===== src/rtl/pwm16_pkg.sv =====
// Shared constants and types for the sixteen-channel PWM register block.
`timescale 1ns / 1ps

package pwm16_pkg;

  localparam int CHANNELS      = 16;
  localparam int COUNT_BITS    = 12;
  localparam int LINE_BITS     = 16;
  localparam int CMP_BITS      = (COUNT_BITS > 12) ? COUNT_BITS : 12;
  localparam int CHAN_IDX_BITS = (CHANNELS > 1) ? $clog2(CHANNELS) : 1;

  typedef logic [1:0] cmd_t;
  localparam cmd_t CMD_WRITE = 2'd0;
  localparam cmd_t CMD_READ  = 2'd1;
  localparam cmd_t CMD_TICK  = 2'd2;

  localparam logic [7:0] MODE_ADDR     = 8'h00;
  localparam logic [7:0] CHAN_BASE     = 8'h06;
  localparam logic [7:0] CHAN_LIMIT    = 8'(6 + 4 * CHANNELS);
  localparam logic [7:0] ALL_BASE      = 8'hFA;
  localparam logic [7:0] ALL_LAST      = 8'hFD;
  localparam logic [7:0] PRESCALE_ADDR = 8'hFE;

  localparam int SLEEP_BIT   = 4;
  localparam int RESTART_BIT = 7;
  localparam int FULL_BIT    = 4;

  localparam logic [7:0] PRESCALE_MIN   = 8'd3;
  localparam logic [7:0] MODE_RESET     = 8'h11;
  localparam logic [7:0] PRESCALE_RESET = 8'd30;

  // Byte order within a channel: ON low, ON high, OFF low, OFF high.
  localparam int ON_L  = 0;
  localparam int ON_H  = 1;
  localparam int OFF_L = 2;
  localparam int OFF_H = 3;

  typedef logic [3:0][7:0] chan_bytes_t;

  typedef struct packed {
    logic [3:0] we;
    logic [7:0] wdata;
  } chan_wr_t;

endpackage


===== src/rtl/pwm16_channel.sv =====
// One PWM channel: its four register bytes and the output compare rule.
`timescale 1ns / 1ps

module pwm16_channel (
  input  logic                             clk,
  input  logic                             rst,
  input  pwm16_pkg::chan_wr_t              wr,
  input  logic [pwm16_pkg::COUNT_BITS-1:0] count_next,
  output pwm16_pkg::chan_bytes_t           regs,
  output logic                             level_next
);
  import pwm16_pkg::*;

  chan_bytes_t         regs_next;
  logic [CMP_BITS-1:0] on_cnt;
  logic [CMP_BITS-1:0] off_cnt;
  logic [CMP_BITS-1:0] cnt;

  always_comb begin
    for (int i = 0; i < 4; i++) begin
      regs_next[i] = wr.we[i] ? wr.wdata : regs[i];
    end
  end

  always_ff @(posedge clk) begin
    if (rst) begin
      regs <= '0;
    end else begin
      regs <= regs_next;
    end
  end

  assign on_cnt  = CMP_BITS'({regs_next[ON_H][3:0], regs_next[ON_L]});
  assign off_cnt = CMP_BITS'({regs_next[OFF_H][3:0], regs_next[OFF_L]});
  assign cnt     = CMP_BITS'(count_next);

  // Full-off wins over full-on; an ON count above OFF wraps round the period.
  always_comb begin
    if (regs_next[OFF_H][FULL_BIT]) begin
      level_next = 1'b0;
    end else if (regs_next[ON_H][FULL_BIT]) begin
      level_next = 1'b1;
    end else if (on_cnt < off_cnt) begin
      level_next = (cnt >= on_cnt) && (cnt < off_cnt);
    end else if (on_cnt > off_cnt) begin
      level_next = (cnt >= on_cnt) || (cnt < off_cnt);
    end else begin
      level_next = 1'b0;
    end
  end

endmodule


===== src/rtl/sixteen_channel_pwm_register_block_unit.sv =====
// Top level of the sixteen-channel 12-bit PWM register block.
// Each word on the input channel is a register write, a register read or one
// oscillator tick, and each produces exactly one result word carrying the read
// data (zero unless a read) and the level of every channel after the word took
// effect. A word is taken into an input register and, from there, applied to the
// register file, prescale divider and counter while the result is captured in an
// output register; one word is accepted every cycle while the output is not stalled,
// and its result passes through the input register and then the output register.
// Reset leaves the device asleep with a prescale of 30.
`timescale 1ns / 1ps

module sixteen_channel_pwm_register_block_unit (
  input  logic                            clk,
  input  logic                            rst,
  input  logic                            in_valid,
  output logic                            in_ready,
  input  pwm16_pkg::cmd_t                 cmd,
  input  logic [7:0]                      reg_addr,
  input  logic [7:0]                      write_byte,
  output logic                            out_valid,
  input  logic                            out_ready,
  output logic [7:0]                      read_byte,
  output logic [pwm16_pkg::LINE_BITS-1:0] pwm_lines
);
  import pwm16_pkg::*;

  // Input register
  logic       s_valid;
  cmd_t       s_cmd;
  logic [7:0] s_addr;
  logic [7:0] s_byte;
  logic       adv;

  // Device state
  logic [7:0]            mode_reg;
  logic [7:0]            prescale_reg;
  logic [7:0]            divider_count;
  logic [COUNT_BITS-1:0] pwm_count;
  logic [7:0]            mode_next;
  logic [7:0]            prescale_next;
  logic [7:0]            divider_next;
  logic [COUNT_BITS-1:0] pwm_count_next;

  // Address decode
  logic [7:0]               chan_off;
  logic [7:0]               all_off;
  logic                     chan_hit;
  logic                     all_hit;
  logic [CHAN_IDX_BITS-1:0] chan_idx;
  logic [1:0]               byte_sel;
  logic                     do_write;
  logic                     do_tick;

  chan_wr_t    chan_wr   [CHANNELS];
  chan_bytes_t chan_regs [CHANNELS];
  logic [CHANNELS-1:0]  levels;
  logic [LINE_BITS-1:0] lines_next;
  logic [7:0]           rd_byte;

  assign adv      = s_valid && (!out_valid || out_ready);
  assign in_ready = !s_valid || adv;

  always_ff @(posedge clk) begin
    if (rst) begin
      s_valid <= 1'b0;
    end else if (in_ready) begin
      s_valid <= in_valid;
    end
  end

  always_ff @(posedge clk) begin
    if (in_valid && in_ready) begin
      s_cmd  <= cmd;
      s_addr <= reg_addr;
      s_byte <= write_byte;
    end
  end

  assign chan_off = s_addr - CHAN_BASE;
  assign all_off  = s_addr - ALL_BASE;
  assign chan_hit = (s_addr >= CHAN_BASE) && (s_addr < CHAN_LIMIT);
  assign all_hit  = (s_addr >= ALL_BASE) && (s_addr <= ALL_LAST);
  assign chan_idx = chan_off[2 +: CHAN_IDX_BITS];
  assign byte_sel = chan_off[1:0];
  assign do_write = adv && (s_cmd == CMD_WRITE);
  assign do_tick  = adv && (s_cmd == CMD_TICK);

  // Mode and prescale writes; prescale is locked while the device is awake.
  always_comb begin
    mode_next     = mode_reg;
    prescale_next = prescale_reg;
    if (do_write && (s_addr == MODE_ADDR)) begin
      mode_next              = s_byte;
      mode_next[RESTART_BIT] = 1'b0;
    end
    if (do_write && (s_addr == PRESCALE_ADDR) && mode_reg[SLEEP_BIT]) begin
      prescale_next = (s_byte < PRESCALE_MIN) ? PRESCALE_MIN : s_byte;
    end
  end

  always_comb begin
    divider_next   = divider_count;
    pwm_count_next = pwm_count;
    if (do_tick && !mode_reg[SLEEP_BIT]) begin
      if (divider_count >= prescale_reg) begin
        divider_next   = '0;
        pwm_count_next = pwm_count + 1'b1;
      end else begin
        divider_next = divider_count + 8'd1;
      end
    end
  end

  always_ff @(posedge clk) begin
    if (rst) begin
      mode_reg      <= MODE_RESET;
      prescale_reg  <= PRESCALE_RESET;
      divider_count <= '0;
      pwm_count     <= '0;
    end else begin
      mode_reg      <= mode_next;
      prescale_reg  <= prescale_next;
      divider_count <= divider_next;
      pwm_count     <= pwm_count_next;
    end
  end

  for (genvar n = 0; n < CHANNELS; n++) begin : g_chan
    always_comb begin
      for (int i = 0; i < 4; i++) begin
        chan_wr[n].we[i] = do_write &&
            ((chan_hit && (chan_idx == CHAN_IDX_BITS'(n)) && (byte_sel == 2'(i))) ||
             (all_hit && (all_off[1:0] == 2'(i))));
      end
      chan_wr[n].wdata = s_byte;
    end

    pwm16_channel u_chan (
      .clk        (clk),
      .rst        (rst),
      .wr         (chan_wr[n]),
      .count_next (pwm_count_next),
      .regs       (chan_regs[n]),
      .level_next (levels[n])
    );
  end

  // A read never changes state, so the current registers are what it sees.
  always_comb begin
    rd_byte = '0;
    if (s_cmd == CMD_READ) begin
      if (s_addr == MODE_ADDR) begin
        rd_byte = mode_reg;
      end else if (chan_hit) begin
        rd_byte = chan_regs[chan_idx][byte_sel];
      end else if (s_addr == PRESCALE_ADDR) begin
        rd_byte = prescale_reg;
      end
    end
  end

  always_comb begin
    lines_next = '0;
    if (!mode_next[SLEEP_BIT]) begin
      lines_next[CHANNELS-1:0] = levels;
    end
  end

  always_ff @(posedge clk) begin
    if (rst) begin
      out_valid <= 1'b0;
    end else if (adv) begin
      out_valid <= 1'b1;
    end else if (out_ready) begin
      out_valid <= 1'b0;
    end
  end

  always_ff @(posedge clk) begin
    if (adv) begin
      read_byte <= rd_byte;
      pwm_lines <= lines_next;
    end
  end

endmodule


===== config.mk =====
export PLATFORM = sky130hd
export DESIGN_NAME = sixteen_channel_pwm_register_block_unit
export DESIGN_NICKNAME = d
export VERILOG_FILES = /design/src/rtl/pwm16_pkg.sv /design/src/rtl/pwm16_channel.sv /design/src/rtl/sixteen_channel_pwm_register_block_unit.sv
export SDC_FILE = /design/constraint.sdc
export NUM_CORES = 2
export LEC_CHECK = 0
export BUFFER_PORTS_ARGS = -buffer_cell sky130_fd_sc_hd__buf_2
export CELL_PAD_IN_SITES_DETAIL_PLACEMENT = 2
export CELL_PAD_IN_SITES_GLOBAL_PLACEMENT = 2
export CORE_ASPECT_RATIO = 0.7
export CORE_UTILIZATION = 28
export CTS_BUF_LIST = sky130_fd_sc_hd__clkbuf_8
export CTS_CLUSTER_DIAMETER = 40
export CTS_CLUSTER_SIZE = 30
export DETAILED_ROUTE_END_ITERATION = 10
export PLACE_DENSITY_LB_ADDON = 0.08
export SETUP_SLACK_MARGIN = 0.05
export SYNTH_ARGS = -nofsm -noshare
export SYNTH_HDL_FRONTEND = slang
export SYNTH_SLANG_ARGS = --single-unit
export TNS_END_PERCENT = 1

===== constraint.sdc =====
create_clock -name clk -period 11.8 [get_ports clk]
set_input_delay 0.59 -clock clk [delete_from_list [all_inputs] [get_ports clk]]
set_output_delay 0.59 -clock clk [all_outputs]
set_load 0.02 [all_outputs]

# After elaboration in Yosys (flattened, before gate mapping)
# Index checks and enable logic that the tools add are counted.
# totals
register_bits	591
out_inout_bits	26
# classes
bitwise_logic	2
order_cmp	72
mux	127
n_reduce_logical	282
eq_ne	24
add_sub_neg	4
# ops
op	count
less-than comparator 12 bit	32
two-way mux 8 bit	37
greater-or-equal comparator 12 bit	16
greater-than comparator 12 bit	16
logical AND 1 bit	174
two-way mux 5 bit	33
binary-select mux 32 bit (select 4 bit)	1
logical OR 1 bit	82
two-way mux 32 bit	2
two-way mux 1 bit	50
OR reduction 2 bit	17
== test 4 bit (second input constant)	8
two-way mux 12 bit	2
binary-select mux 8 bit (select 2 bit)	1
== test 4 x 3 -> 1 bit (second input constant)	4
adder 12 x 1 -> 12 bit (second input constant)	1
== test 2 bit (second input constant)	5
adder 8 x 1 -> 8 bit (second input constant)	1
== test 4 x 2 -> 1 bit (second input constant)	2
== test 8 bit (second input constant)	1
greater-or-equal comparator 8 x 3 -> 1 bit (second input constant)	1
greater-or-equal comparator 8 bit	1
greater-or-equal comparator 8 bit (second input constant)	1
<= comparator 8 bit (second input constant)	1
16 further kinds	22

# Longest topological paths before layout
# depth
depth_word	12
mapped_depth	25

# Cells and area by module
# A second synthesis with hierarchy kept.
# hier_totals
cells_unflattened	4067
area_unflattened_um2	39128.8
# modules_own_cells
mod	n_inst	area_each_um2	cells_per_inst
pwm16_channel at g_chan[0].u_chan ...	11	1944.4	207
pwm16_channel at g_chan[15].u_chan ...	5	1941.9	207
sixteen_channel_pwm_register_block_unit	1	8031.5	755

# Worst setup path after synthesis
# OpenSTA, ideal clock, no wires.
# synth_path
path_type	input -> register
start	input out_ready
end	register pwm_lines[7] (netlist name) (data pin)
cell_stages	18
n_path_buf	2
path_slack_ns	5.824
setup_time_ns	0.266
t_arrival_ns	5.711
path_cell_list	nor2b_1 clkbuf_1 nor4b_2 nor4b_1 or2_2 clkbuf_1 nand2_1 xnor2_1 ha_1 nor2b_1 o21ai_0 nand2b_1 maj3_1 maj3_1 maj3_1 nand3_1 o2bb2ai_1 a21oi_1
# synth_between
elab_chain_cells	10
elab_cells_between_ends	26
classes_between	order compare: 4; mux: 9; reduce/logical: 13
# synth_lines
element	line_no	rtl
start: declaration	sixteen_channel_pwm_register_block_unit.sv:21	input logic out_ready,
logical OR 1 bit (*)	sixteen_channel_pwm_register_block_unit.sv:60	assign adv = s_valid && (!out_valid || out_ready);
logical AND 1 bit (*)	sixteen_channel_pwm_register_block_unit.sv:60	
logical AND 1 bit (*)	sixteen_channel_pwm_register_block_unit.sv:86	assign do_tick = adv && (s_cmd == CMD_TICK);
logical AND 1 bit (*)	sixteen_channel_pwm_register_block_unit.sv:104	if (do_tick && !mode_reg[SLEEP_BIT]) begin
two-way mux 12 bit (*)	sixteen_channel_pwm_register_block_unit.sv:104	
net g_chan[0].u_chan.count_next (one bit)	pwm16_channel.sv:8	input logic [pwm16_pkg::COUNT_BITS-1:0] count_next,
greater-or-equal comparator 12 bit / less-than comparator 12 bit (equally long branches)	pwm16_channel.sv:44, pwm16_channel.sv:46	
logical OR 1 bit	pwm16_channel.sv:46	level_next = (cnt >= on_cnt) || (cnt < off_cnt);
two-way mux 1 bit	pwm16_channel.sv:45	end else if (on_cnt > off_cnt) begin
two-way mux 1 bit (*)	pwm16_channel.sv:43	end else if (on_cnt < off_cnt) begin
two-way mux 1 bit (*)	pwm16_channel.sv:41	end else if (regs_next[ON_H][FULL_BIT]) begin
end signal: assignment	sixteen_channel_pwm_register_block_unit.sv:182	pwm_lines <= lines_next;
end: declaration	sixteen_channel_pwm_register_block_unit.sv:23	output logic [pwm16_pkg::LINE_BITS-1:0] pwm_lines
# Mark *: on every way through the listed nets, which the timed path passes. The rest lies on a longest branch.
# A chain may end at the register's enable or synchronous reset.

# Worst setup path after layout
# layout_path
start	register s_addr[2]
end	register pwm_lines[0] (netlist name) (data pin)
# layout_between
elab_chain_cells	12
elab_cells_between_ends	42
classes_between	add/sub: 1; order compare: 8; mux: 8; reduce/logical: 25
# layout_lines
element	line_no	rtl
start: declaration	sixteen_channel_pwm_register_block_unit.sv:30	logic [7:0] s_addr;
start signal: assignment	sixteen_channel_pwm_register_block_unit.sv:74	s_addr <= reg_addr;
subtractor 6 x 3 -> 6 bit, or another cell as far along	sixteen_channel_pwm_register_block_unit.sv:79	assign chan_off = s_addr - CHAN_BASE;
zero test 4 bit / logical AND 1 bit (equally long branches)	sixteen_channel_pwm_register_block_unit.sv:132, sixteen_channel_pwm_register_block_unit.sv:81	
logical AND 1 bit (2 in series)	sixteen_channel_pwm_register_block_unit.sv:132	((chan_hit && (chan_idx == CHAN_IDX_BITS'(n)) && (byte_sel == 2'(i))) ||
logical OR 1 bit	sixteen_channel_pwm_register_block_unit.sv:132	
logical AND 1 bit	sixteen_channel_pwm_register_block_unit.sv:131	chan_wr[n].we[i] = do_write &&
two-way mux 8 bit / two-way mux 5 bit (equally long branches)	pwm16_channel.sv:21	regs_next[i] = wr.we[i] ? wr.wdata : regs[i];
greater-or-equal comparator 12 bit / less-than comparator 12 bit (equally long branches)	pwm16_channel.sv:44, pwm16_channel.sv:46	
logical OR 1 bit	pwm16_channel.sv:46	
two-way mux 1 bit	pwm16_channel.sv:45	
two-way mux 1 bit	pwm16_channel.sv:43	
two-way mux 1 bit	pwm16_channel.sv:41	
# Parallel ways exist; a longest one is shown, timed or not.

==> reports/qor.csv <==
stage,metric,value,unit
detailed_routing,DRC violation total after the first TritonRoute iteration,3050,
synthesis,Netlist cell types,88,
clock_tree,Root Driver,clkbuf_8,
grt,largest net degree at the start of global routing,109,
timing,hold_ws,0.147,ns
synthesis,share of the synthesized area in the top cell type,0.280,
critical_path,CP arrival,7.69,ns
finish,max reg flops,512,
finish,Reg with most FFs,g_chan.u_chan.regs,
finish,Regs by FF count,"g_chan.u_chan.regs (512), pwm_lines (16), pwm_count (12)",
placement,hpwl dp,146,mm
finish,Reg area,12300,µm²
synthesis,number of synthesized flops with an enable pin,42,
synthesis,Synth Area per Inst,9.23,µm²
critical_path,WP data required,12.41,ns
detailed_routing,Residual DRC,0,
synthesis,leading area contributor after synthesis,dfxtp_1,
critical_path,Worst setup EP type,flip-flop,
floorplan,chip width,449,µm
floorplan,Die Span Y,315,µm
grt,grt total ovfl,0,
synthesis,Post-Syn Area,39200,µm²
grt,vias in the first global route,34700,
job,max-cap viol count,0,
synthesis,Post-Synthesis Cells,4252,
timing,minimum clock period,7.08,ns
finish,Final Util,0.326,
critical_path,CP Launch Type,flip-flop,
grt,antenna violations before repair,16,
critical_path,"Slowest-stage cell, CP",nor2_1,
timing,Final Cycle Share,0.600,
detailed_routing,post-route ant nets,0,
timing,Final setup violation count,0,
clock_tree,"Clk pin slew, worst setup/hold paths",0.07,ns
clock_tree,clk sink count,591,
finish,"leading cell types in the layout, fill and taps excluded","nor2_1 (588), dfxtp_1 (549), ha_1 (497), mux2i_1 (420), inv_1 (238)",
floorplan,die area,142000,µm²
pwr,Static Leak,20.8,nW
finish,area grow syn2layout,15.2,%
synthesis,ranking of synthesized cells by area,"dfxtp_1 (28%), ha_1 (16%), mux2i_1 (11%)",
clock_tree,Clock Path Buffers,3,
timing,endpoints failing hold,0,
synthesis,Syn Nets,4772,
synthesis,async set-reset flop share out of synthesis,0,
pwr,P per Cell Area,113,nW/µm²
critical_path,crit-path cells,"inv_1, ha_4, buf_12, nand2_1, nor2_1, a31oi_4, mux2i_1, ha_1, nor2b_1, o21a_1, o21a_1, o21ai_0, nand2b_1, maj3_1, a2111oi_0, nor2_1, a21boi_0, o211ai_1, a31oi_1",
placement,Placer Congestion,0.861,
min_path,worst hold path type,primary input to flip-flop,
critical_path,Crit Path Class,flip-flop to flip-flop,
pwr,Tot Pwr,5.09,mW
grt,first-pass GRT wire length,273,mm
timing,FMAX,0.141,GHz
clock_tree,H-tree Lvls,3,
detailed_routing,Vias,34400,
timing,Slew @ Worst Pin,1.39,ns
synthesis,Synth Register Bits,591,
synthesis,post-synthesis sequential area ratio,0.312,
floorplan,row cnt,114,
critical_path,crit path max fanout,84,
timing,Setup Skew,0.0532,ns
clock_tree,"Clk Latency, worst-skew pair",0.91,ns
floorplan,io pins,48,
timing,unrepaired setup endpoints after global routing,no,
pwr,maximum vdd drop,0.0000796,V
grt,GRT Total Usage,0.269,
finish,Nets,4850,
clock_tree,TritonCTS clock tree,built,
timing,Worst slew margin,0.0619,
finish,share of layout cells above drive strength 1,0.131,
clock_tree,cts repair resizes,0,
synthesis,"Primary FF master, synth",dfxtp_1,
floorplan,Initial Utilization,0.283,
clock_tree,cts bufs inserted,118,
critical_path,"slowest stage delay, CP",0.88,ns
detailed_routing,1st-pass router iterations,7,
timing,TNS Setup,0,ns
synthesis,Synthesis Warnings,0,
finish,area of the multi-input gates,25400,µm²
detailed_routing,routed wire length,193,mm
timing,Slew Limit Fails,0,
clock_tree,Post-CTS Setup Inserts,0,
detailed_routing,Via density,5.47,
placement,Port-buffer cells,47,
detailed_routing,WL per Instance,30.7,µm
clock_tree,cts-stage hold buffer count,20,
floorplan,Core Box Area,139000,µm²
finish,"most common cell after layout, fill and taps aside",nor2_1,
finish,Fill cells,15300,
status,status,completed,
==> synthesized netlist by cell type (9+ instances only) <==
cell type and instances:
nand3b_1 9, mux2_2 22, dfxtp_1 549, edfxtp_1 42, a211oi_1 14, o21ai_1 18
nand2_1 230, and3_1 19, mux2i_1 421, or3_1 15, a211o_1 13, nor4_1 9
and4_1 14, inv_1 226, mux4_2 128, o211ai_1 27, or4_1 9, nand2b_1 73
a21o_1 88, nor2_1 589, nand4_1 65, o21a_1 20, a31oi_1 28, and2_1 19
maj3_1 23, xnor2_1 31, o22ai_1 19, xor2_1 18, nand3_1 118, nor3_1 30
o21ai_0 157, buf_1 24, clkbuf_1 177, nor2b_1 77, a21oi_1 237, a222oi_1 39
ha_1 498, buf_2 24
==> worst paths after layout <==
check | slack, ns | depth (start not counted) | startpoint | end
min reg2reg | 0.46 | 2 | g_chan[12].u_chan.regs[15]$_SDFFE_PP0P_ | g_chan[12].u_chan.regs[15]$_SDFFE_PP0P_
max | 4.72 | 19 | s_addr[2]$_DFFE_PP_ | pwm_lines[0]$_SDFFCE_PP0P_
min | 0.15 | 2 | rst | g_chan[11].u_chan.regs[10]$_SDFF_PP0_
max reg2reg | 4.72 | 19 | s_addr[2]$_DFFE_PP_ | pwm_lines[0]$_SDFFCE_PP0P_
==> metal layers <==
| metal | GRT usage | routed length (µm) | vias to the layer above |
|---|---|---|---|
| li1 | - | - | 15600 |
| met1 | 0.432 | 104000 | 17800 |
| met2 | 0.366 | 74500 | 828 |
| met3 | 0.0440 | 10600 | 199 |
| met4 | 0.0561 | 3880 | 2 |
| met5 | 0 | 20 | - |
==> power breakdown <==
group	total, mW	switching, mW	leakage [nW]	internal, mW
Combinational	0.326	0.244	14.5	0.0827
Sequential	2.04	0.00988	4.82	2.03
Clock	2.73	1.15	1.53	1.58
==> layout make-up <==
| type | count | area share |
|---|---|---|
| inverters | 228 | 0.0189 |
| diodes | 4 | 0.000221 |
| multi-input cells | 3204 | 0.562 |
| repair buffers | 187 | 0.0306 |
| clock buffers | 137 | 0.0417 |
| flip-flops and latches | 591 | 0.271 |
| clock inverters | 86 | 0.0244 |
| well taps | 1856 | 0.0514 |
==> worst max-delay path: cells and delay by family (launching register included) <==
kind | cells | cell delay [ns]
DFF | 1 | 0.71
and+or+nand+nor | 5 | 1.69
muxes | 1 | 0.39
adders and majority gates | 3 | 1.32
AOI/OAI and AO/OA | 8 | 1.90
buffers and inverters | 2 | 0.74
==> cells by family (layout without fill, tap and decap cells) <==
kind of cell	after synthesis	in the layout	share of synthesized area
simple gates	1305	1305	0.154
compound gates	757	757	0.125
flops	591	591	0.312
mux	572	572	0.188
fa+ha+maj	521	521	0.165
buf+inv	457	638	0.0451
xor+xnor	49	49	0.0109
other cells	0	4	0
==> per-stage QoR <==
stage          worst slack, ns  cells  cell area [µm²]
3_5_place_dp              4.85   6046            42000
6_report                  4.72   6293            45200
4_1_cts                   4.81   6289            45200
5_1_grt                   4.43   6292            45200
2_1_floorplan             5.82   4252            39200
3_3_place_gp              5.06   6046            42000
(Power assumes the default switching activity.)
